--- config.mk ---
export PLATFORM = sky130hd
export DESIGN_NAME = sorted_insert_list_unit
export DESIGN_NICKNAME = d
export VERILOG_FILES = /design/src/sv/sil_pkg.sv /design/src/sv/sil_ram.sv /design/src/sv/sorted_insert_list_unit.sv
export VERILOG_INCLUDE_DIRS = /design/src /design/src/sv
export SDC_FILE = /design/constraint.sdc
export NUM_CORES = 1
export LEC_CHECK = 0
export BUFFER_PORTS_ARGS = -buffer_cell sky130_fd_sc_hd__buf_2
export CAP_MARGIN = 20
export CORE_MARGIN = 5
export CORE_UTILIZATION = 45
export CTS_CLUSTER_SIZE = 40
export DETAILED_ROUTE_END_ITERATION = 12
export PLACE_DENSITY = 0.73
export SYNTH_ARGS = -nofsm -noshare
export SYNTH_HDL_FRONTEND = slang
export SYNTH_SLANG_ARGS = --single-unit
--- constraint.sdc ---
create_clock -name clk -period 4.55 [get_ports clk]
set_clock_uncertainty 0.1 [all_clocks]
set_input_delay 0 -clock clk [delete_from_list [all_inputs] [get_ports clk]]
set_output_delay 0 -clock clk [all_outputs]
set_load 0.03 [all_outputs]
--- src/sv/sorted_insert_list_unit_macros.svh ---
// Assertion macros used by the sorted insert list RTL.
`ifndef SORTED_INSERT_LIST_UNIT_MACROS_SVH
`define SORTED_INSERT_LIST_UNIT_MACROS_SVH

// Check a condition at every clock edge outside reset.
`define SIL_ASSERT_ALWAYS(label, cond) \
  label: assert property (@(posedge clk) disable iff (rst) (cond)) \
    else $error("sorted insert list: invariant violated");

// Check that a trigger implies a condition in the same cycle.
`define SIL_ASSERT_IMPLY(label, trig, cond) \
  label: assert property (@(posedge clk) disable iff (rst) (trig) |-> (cond)) \
    else $error("sorted insert list: implication violated");

// Check that a trigger implies a condition in the next cycle.
`define SIL_ASSERT_NEXT(label, trig, cond) \
  label: assert property (@(posedge clk) disable iff (rst) (trig) |=> (cond)) \
    else $error("sorted insert list: next-cycle check violated");

`endif

--- src/sv/sil_pkg.sv ---
// Constants and types of the sorted insert list unit.
package sil_pkg;

  localparam int DEPTH   = 16;
  localparam int ADDR_W  = (DEPTH > 1) ? $clog2(DEPTH) : 1;
  localparam int CNT_W   = $clog2(DEPTH + 1);
  localparam int POS_W   = 4;
  localparam int CMP_W   = (CNT_W > POS_W) ? CNT_W : POS_W;
  localparam int VALUE_W = 32;
  localparam int CMD_W   = 2;
  localparam int STAT_W  = 2;
  localparam int OCNT_W  = 5;

  localparam logic [CMD_W-1:0] CMD_INSERT = 2'd0;
  localparam logic [CMD_W-1:0] CMD_READ   = 2'd1;
  localparam logic [CMD_W-1:0] CMD_CLEAR  = 2'd2;

  localparam logic [STAT_W-1:0] ST_OK    = 2'd0;
  localparam logic [STAT_W-1:0] ST_FULL  = 2'd1;
  localparam logic [STAT_W-1:0] ST_RANGE = 2'd2;

  typedef logic [ADDR_W-1:0]         addr_t;
  typedef logic [CNT_W-1:0]          count_t;
  typedef logic signed [VALUE_W-1:0] value_t;

endpackage

--- src/sv/sil_ram.sv ---
// Generic single-write, single-read RAM with registered read data.
module sil_ram #(
  parameter int WIDTH = 32,
  parameter int DEPTH = 16
) (
  input  logic                                    clk,
  input  logic                                    wr_en,
  input  logic [((DEPTH > 1) ? $clog2(DEPTH) : 1)-1:0] wr_addr,
  input  logic [WIDTH-1:0]                        wr_data,
  input  logic                                    rd_en,
  input  logic [((DEPTH > 1) ? $clog2(DEPTH) : 1)-1:0] rd_addr,
  output logic [WIDTH-1:0]                        rd_data
);

  logic [WIDTH-1:0] mem [DEPTH];

  // Write port
  always_ff @(posedge clk) begin
    if (wr_en) begin
      mem[wr_addr] <= wr_data;
    end
  end

  // Registered read port
  always_ff @(posedge clk) begin
    if (rd_en) begin
      rd_data <= mem[rd_addr];
    end
  end

endmodule

--- src/sv/sorted_insert_list_unit.sv ---
// Sorted insert list: an ascending table of signed values held in one RAM.
// Clear, unused and refused commands go straight to the output stage; a read waits for
// its RAM data first, and an insert scans down past each stored entry greater than the value
// (an insert into an empty table writes its value directly).
// One item at a time: the insert scan reads one RAM entry per cycle, shifting it up.
// Next item is accepted the cycle after the result is loaded into the output register.
// Synchronous reset empties the table and clears control state; RAM contents are left as is.
`include "sorted_insert_list_unit_macros.svh"

module sorted_insert_list_unit
  import sil_pkg::*;
(
  input  logic        clk,
  input  logic        rst,
  // s_tdata fields from bit 0: value[31:0], position[35:32], zero pad[39:36]
  input  logic        s_tvalid,
  output logic        s_tready,
  input  logic [39:0] s_tdata,
  // s_tuser fields from bit 0: cmd[1:0]
  input  logic [1:0]  s_tuser,
  // m_tdata fields from bit 0: read_value[31:0], stored_count[36:32], zero pad[39:37]
  output logic        m_tvalid,
  input  logic        m_tready,
  output logic [39:0] m_tdata,
  // m_tuser fields from bit 0: status[1:0]
  output logic [1:0]  m_tuser
);

  localparam logic [2:0] S_IDLE  = 3'd0;
  localparam logic [2:0] S_SCAN  = 3'd1;
  localparam logic [2:0] S_PLACE = 3'd2;
  localparam logic [2:0] S_RDATA = 3'd3;
  localparam logic [2:0] S_DONE  = 3'd4;

  logic [2:0]        state;
  count_t            count;
  addr_t             k;
  value_t            ins_value;
  logic [STAT_W-1:0] res_status;
  value_t            res_value;

  logic              accept;
  logic [CMD_W-1:0]  in_cmd;
  value_t            in_value;
  logic [POS_W-1:0]  in_pos;
  logic              is_full;
  logic              in_range;
  logic              greater;

  logic              wr_en;
  addr_t             wr_addr;
  logic [VALUE_W-1:0] wr_data;
  logic              rd_en;
  addr_t             rd_addr;
  logic [VALUE_W-1:0] rd_data;

  assign s_tready = (state == S_IDLE);
  assign accept   = s_tvalid && s_tready;
  assign in_cmd   = s_tuser;
  assign in_value = s_tdata[31:0];
  assign in_pos   = s_tdata[35:32];
  assign is_full  = (count >= CNT_W'(DEPTH));
  assign in_range = (CMP_W'(in_pos) < CMP_W'(count));
  assign greater  = ($signed(rd_data) > ins_value);

  // Entry storage
  sil_ram #(
    .WIDTH (VALUE_W),
    .DEPTH (DEPTH)
  ) u_ram (
    .clk     (clk),
    .wr_en   (wr_en),
    .wr_addr (wr_addr),
    .wr_data (wr_data),
    .rd_en   (rd_en),
    .rd_addr (rd_addr),
    .rd_data (rd_data)
  );

  // Drive RAM ports: read the next lower entry while writing the shifted one up
  always_comb begin
    wr_en   = 1'b0;
    wr_addr = '0;
    wr_data = rd_data;
    rd_en   = 1'b0;
    rd_addr = '0;
    unique case (state)
      S_IDLE: begin
        if (accept && in_cmd == CMD_INSERT && !is_full) begin
          if (count == '0) begin
            wr_en   = 1'b1;
            wr_data = in_value;
          end else begin
            rd_en   = 1'b1;
            rd_addr = ADDR_W'(count - 1'b1);
          end
        end else if (accept && in_cmd == CMD_READ && in_range) begin
          rd_en   = 1'b1;
          rd_addr = ADDR_W'(in_pos);
        end
      end
      S_SCAN: begin
        wr_en   = 1'b1;
        wr_addr = ADDR_W'(k + 1'b1);
        wr_data = greater ? rd_data : ins_value;
        if (greater && k != '0) begin
          rd_en   = 1'b1;
          rd_addr = ADDR_W'(k - 1'b1);
        end
      end
      S_PLACE: begin
        wr_en   = 1'b1;
        wr_data = ins_value;
      end
      default: begin
      end
    endcase
  end

  // Sequence each command and hold its result until the output register is free
  always_ff @(posedge clk) begin
    if (rst) begin
      state    <= S_IDLE;
      count    <= '0;
      m_tvalid <= 1'b0;
    end else begin
      if (m_tvalid && m_tready && state != S_DONE) begin
        m_tvalid <= 1'b0;
      end
      unique case (state)
        S_IDLE: begin
          if (accept) begin
            ins_value <= in_value;
            res_value <= '0;
            unique case (in_cmd)
              CMD_INSERT: begin
                if (is_full) begin
                  res_status <= ST_FULL;
                  state      <= S_DONE;
                end else if (count == '0) begin
                  res_status <= ST_OK;
                  count      <= count + 1'b1;
                  state      <= S_DONE;
                end else begin
                  res_status <= ST_OK;
                  k          <= ADDR_W'(count - 1'b1);
                  state      <= S_SCAN;
                end
              end
              CMD_READ: begin
                if (in_range) begin
                  res_status <= ST_OK;
                  state      <= S_RDATA;
                end else begin
                  res_status <= ST_RANGE;
                  state      <= S_DONE;
                end
              end
              CMD_CLEAR: begin
                res_status <= ST_OK;
                count      <= '0;
                state      <= S_DONE;
              end
              default: begin
                res_status <= ST_OK;
                state      <= S_DONE;
              end
            endcase
          end
        end
        S_SCAN: begin
          if (!greater) begin
            count <= count + 1'b1;
            state <= S_DONE;
          end else if (k == '0) begin
            state <= S_PLACE;
          end else begin
            k <= k - 1'b1;
          end
        end
        S_PLACE: begin
          count <= count + 1'b1;
          state <= S_DONE;
        end
        S_RDATA: begin
          res_value <= rd_data;
          state     <= S_DONE;
        end
        S_DONE: begin
          if (!m_tvalid || m_tready) begin
            m_tvalid <= 1'b1;
            m_tuser  <= res_status;
            m_tdata  <= {3'b000, OCNT_W'(count), res_value};
            state    <= S_IDLE;
          end
        end
        default: begin
          state <= S_IDLE;
        end
      endcase
    end
  end

  // Table never holds more than its depth
  `SIL_ASSERT_ALWAYS(a_count_bound, count <= CNT_W'(DEPTH))
  // Shift write and next read never touch the same entry
  `SIL_ASSERT_IMPLY(a_no_rw_clash, wr_en && rd_en && state == S_SCAN, wr_addr != rd_addr)
  // Scan index stays inside the stored entries
  `SIL_ASSERT_IMPLY(a_scan_index, state == S_SCAN, CNT_W'(k) < count)
  // A refused insert only happens on a full table
  `SIL_ASSERT_IMPLY(a_full_status, state == S_DONE && res_status == ST_FULL,
    count == CNT_W'(DEPTH))
  // An insert that scans down to the bottom entry grows the table by one when it finishes
  `SIL_ASSERT_NEXT(a_place_grows, state == S_PLACE, count == $past(count) + 1'b1)

endmodule
==> out/qor_table.md <==
| Quantity | Value |
| --- | --- |
| Highest-count cells in the layout ignoring fill and taps | sky130_fd_sc_hd__edfxtp_1 (653), sky130_fd_sc_hd__nand2_1 (284), sky130_fd_sc_hd__nor2_1 (213) |
| Count of cells along the worst register-to-register path | 13 |
| Worst setup SP type | register |
| Post-synthesis average cell area | 14.16 µm² |
| Most common cell after layout, fill and taps aside | sky130_fd_sc_hd__edfxtp_1 |
| Post-detailed-routing wire length | 66,820 µm |
| DR DRC count | 0 |
| Worst Min Path Start | s_tdata[18] |
| Skew-Pair Late Insertion Delay | 0.65 ns |
| Result of the run | finished, final reports clean |
| Total chip power | 13.36 mW |
| Vias in the first global route | 16,626 |
| FFs w/ async S/R, synth | 0 |
| Clk slew on worst S/H paths | 0.07 ns |
| Number of fillers in the final layout | 4,482 |
| Total Neg Setup Slack | 0 ns |
| Number of distinct library cells after synthesis | 69 |
| Post-detailed-route wirelength per cell | 22.69 µm |
| Critical path endpoint category | register |
| First-pass GRT wire length | 99,860 µm |
| CP required | 4.84 ns |
| Initial antenna violation count | 0 |
| Cell Rows | 89 |
| Antenna diode count | 0 |
| Combined flip-flop and latch cell area | 19,790 µm² |
| Warnings from Yosys | 0 |
| Layout cell share with drive strength beyond 1 | 0.1519 |
| Most area-consuming cells after synthesis | sky130_fd_sc_hd__edfxtp_1 (73%), sky130_fd_sc_hd__nand2_1 (4.0%), sky130_fd_sc_hd__nor2_1 (3.2%), sky130_fd_sc_hd__mux2i_1 (2.5%), sky130_fd_sc_hd__a32oi_1 (2.1%) |
| Period utilization | 0.9667 |
| Path class of the lowest-slack min-delay path | in2reg |
| Largest fanout of any net on the critical path | 11 |
| Vias after detailed routing | 17,059 |
| Largest net degree at the start of global routing | 53 |
| Final core utilization | 0.5400 |
| Remaining global-route overflow | 0 |
| Cell type with the largest total area after synthesis | sky130_fd_sc_hd__edfxtp_1 |
| Sinks on Clock Net | 662 |
| Crit Reg-Reg Endpoint | u_ram.rd_data[21] |
| Area added between synthesis and finish | 18.42% |
| GP Congestion | 0.8743 |
| Final HPWL DP | 38,100 µm |
| Critical path arrival | 4.69 ns |
| Pre-antenna DRT Iters | 7 |
| Final setup slack of the worst path | 0.1516 ns |
| TritonCTS clock tree | done |
| Initial core utilization | 0.4560 |
| Cell count after synthesis | 1,904 |
| Width of the chip | 254.8 µm |
| Peak Freq | 227.4 MHz |
| Setup violation total in the final timing report | 0 |
| Deepest level of the CTS H-tree | 2 |
| Top cell type's share of synthesized area | 0.7273 |
| Worst slew margin | 0.2781 |
| Main synth FF type | sky130_fd_sc_hd__edfxtp_1 |
| Maximum buffer depth of the clock tree | 3 |
| Fin nets | 2,206 |
| Slew at the pin with the worst max-slew slack | 1.079 ns |
| DIE HEIGHT | 254.8 µm |
| CTS buffer count | 60 |
| Hold violation count in the final report | 0 |
| P per Cell Area | 418.3 nW/µm² |
| Worst reg2reg path startpoint | u_ram.rd_data[31] |
| Min Clock Period, post-route | 4.398 ns |
| IR Drop Worst-Case VDD | 0.3589 mV |
| Share of the yosys chip area belonging to registers | 0.7340 |
| Core region area | 59,130 µm² |
| Pre-CTS setup slack | 0.2355 ns |
| Setup repair after global routing missed its margin | false |
| Internal reg-to-reg setup slack | 0.15 ns |
| Post-synth EDFFs | 653 |
| End point of the most critical hold path | ins_value[18] |
| Static leakage | 11.64 nW |
| Hold-critical path depth | 2 |
| Crit path kind | reg2reg |
| Count of nets left with antenna violations after detail routing | 0 |
| Multi-input gate area | 6589 µm² |
| Clock root buffer | sky130_fd_sc_hd__clkbuf_16 |
| Number of max-cap violations | 0 |
| Number of top-level pins | 90 |
| FF+latch count, synth | 662 |
| Final Slew Violations | 0 |
| 1st-iter DRT viols | 1,870 |
| Die area | 64,910 µm² |
| Average vias per placed instance | 5.793 |
| Number of buffers inserted by port buffering | 82 |
| Post-synthesis instance area | 26,960 µm² |
| All-Layer GR Usage | 0.2011 |
## critical path, stage by stage (launching register included)
cell and delay (ns):
sky130_fd_sc_hd__edfxtp_1 0.52, sky130_fd_sc_hd__ha_1 0.45, sky130_fd_sc_hd__nand4_2 0.19, sky130_fd_sc_hd__nor4_2 0.51, sky130_fd_sc_hd__nand2_1 0.18, sky130_fd_sc_hd__a21oi_2 0.30
sky130_fd_sc_hd__o31a_2 0.22, sky130_fd_sc_hd__o21ai_4 0.06, sky130_fd_sc_hd__buf_4 0.19, sky130_fd_sc_hd__o31a_2 0.47, sky130_fd_sc_hd__nor3_4 0.32, sky130_fd_sc_hd__buf_4 0.31
sky130_fd_sc_hd__a32oi_1 0.14, sky130_fd_sc_hd__and4b_1 0.20
## timing repair
action                                  CTS  global route
setup buffers                             0             1
resized for setup                         0             1
hold buffers                             68             0
endpoints found under the setup margin    0            16
endpoints found under the hold margin   564             0
## routing by layer
layer  GRT usage  part of all wire  up-vias
li1            -                 -     7533
met1      0.2610              0.38     8452
met2      0.3426              0.49      934
met3     0.04436              0.10      140
met4     0.05997             0.029        0
met5           0                 0        -
## cell type report
cell class	instances	share of cell area
clock buffers	69	0.04808
clock inverters	44	0.01587
inverters	75	0.008817
multi-input cells	1064	0.2064
flip-flops and latches	662	0.6198
well taps	773	0.03029
repair buffers	258	0.07077
## report_power, final
part	switching, mW	internal (mW)
clock	2.19	3.00
sequential	0.0605	6.96
combinational	0.732	0.406
total	2.99	10.4
## per-stage QoR
step	area (µm²)	std cells	hold slack, ns
floorplan	26970	1906	-0.02839
global route	31930	2945	0.01683
finish	31930	2945	0.01529
global placement	29150	2761	0.09202
CTS	31890	2943	0.004805
detailed placement	29170	2762	0.09416
## registers in the layout, summed over array words and instances (netlist names)
| signal | flops |
|---|---|
| m_tuser | 2 |
| state | 3 |
| m_tvalid | 1 |
| m_tdata | 37 |
| u_ram.mem | 512 |
| k | 4 |
| res_value | 32 |
| ins_value | 32 |
| count | 5 |
| res_status | 2 |
| u_ram.rd_data | 32 |
## how the worst max path moves through the flow
stage	slack (ns)	from	cells after the start	to
after global routing	0.05	u_ram.rd_data[31]	13	u_ram.rd_data[10]
final	0.15	u_ram.rd_data[31]	13	u_ram.rd_data[21]
after CTS	0.22	u_ram.rd_data[31]	14	u_ram.mem[8][10]
after detailed placement	0.24	u_ram.rd_data[31]	14	u_ram.mem[8][10]
after floorplan	0.17	count[1]	7	u_ram.rd_data[0]
after global placement	0.25	u_ram.rd_data[31]	14	u_ram.mem[1][10]
## logic make-up after synthesis
| group | Yosys count | synth area share |
|---|---|---|
| XOR/XNOR | 5 | 0.001625 |
| adder cells (fa/ha/maj) | 39 | 0.01810 |
| AO/OA/AOI/OAI | 236 | 0.06581 |
| AND/OR/NAND/NOR | 712 | 0.1254 |
| buffers and inverters | 180 | 0.02924 |
| multiplexers | 69 | 0.02566 |
| other | 1 | 0.0001391 |
| flip-flops | 662 | 0.7340 |
## cells in the mapped netlist, types with 3 or more instances
cell type                  instances
sky130_fd_sc_hd__xnor2_1           3
sky130_fd_sc_hd__nand4_1           5
sky130_fd_sc_hd__inv_1            75
sky130_fd_sc_hd__ha_1             39
sky130_fd_sc_hd__a221oi_1          3
sky130_fd_sc_hd__a32oi_1          64
sky130_fd_sc_hd__buf_4             7
sky130_fd_sc_hd__nor3b_1           3
sky130_fd_sc_hd__buf_6             4
sky130_fd_sc_hd__clkbuf_1         45
sky130_fd_sc_hd__nand2_1         284
sky130_fd_sc_hd__mux2i_1          68
sky130_fd_sc_hd__buf_1             4
sky130_fd_sc_hd__nand2b_1          7
sky130_fd_sc_hd__o21a_1            3
sky130_fd_sc_hd__buf_2            45
sky130_fd_sc_hd__o21ai_0          39
sky130_fd_sc_hd__o31a_1            4
sky130_fd_sc_hd__o21ai_1           4
sky130_fd_sc_hd__a21oi_1          29
sky130_fd_sc_hd__or3_1             3
sky130_fd_sc_hd__a21o_1            6
sky130_fd_sc_hd__o22ai_1          32
sky130_fd_sc_hd__and4b_1          32
sky130_fd_sc_hd__nor3_4            4
sky130_fd_sc_hd__nor2b_1           5
sky130_fd_sc_hd__and2_1           35
sky130_fd_sc_hd__a222oi_1         32
sky130_fd_sc_hd__nor2_1          230
sky130_fd_sc_hd__nor3_1            6
sky130_fd_sc_hd__edfxtp_1        653
sky130_fd_sc_hd__and3_1           67
sky130_fd_sc_hd__nand3_1          10
sky130_fd_sc_hd__dfxtp_1           9
Note: power is estimated with default switching activity, not from simulation.
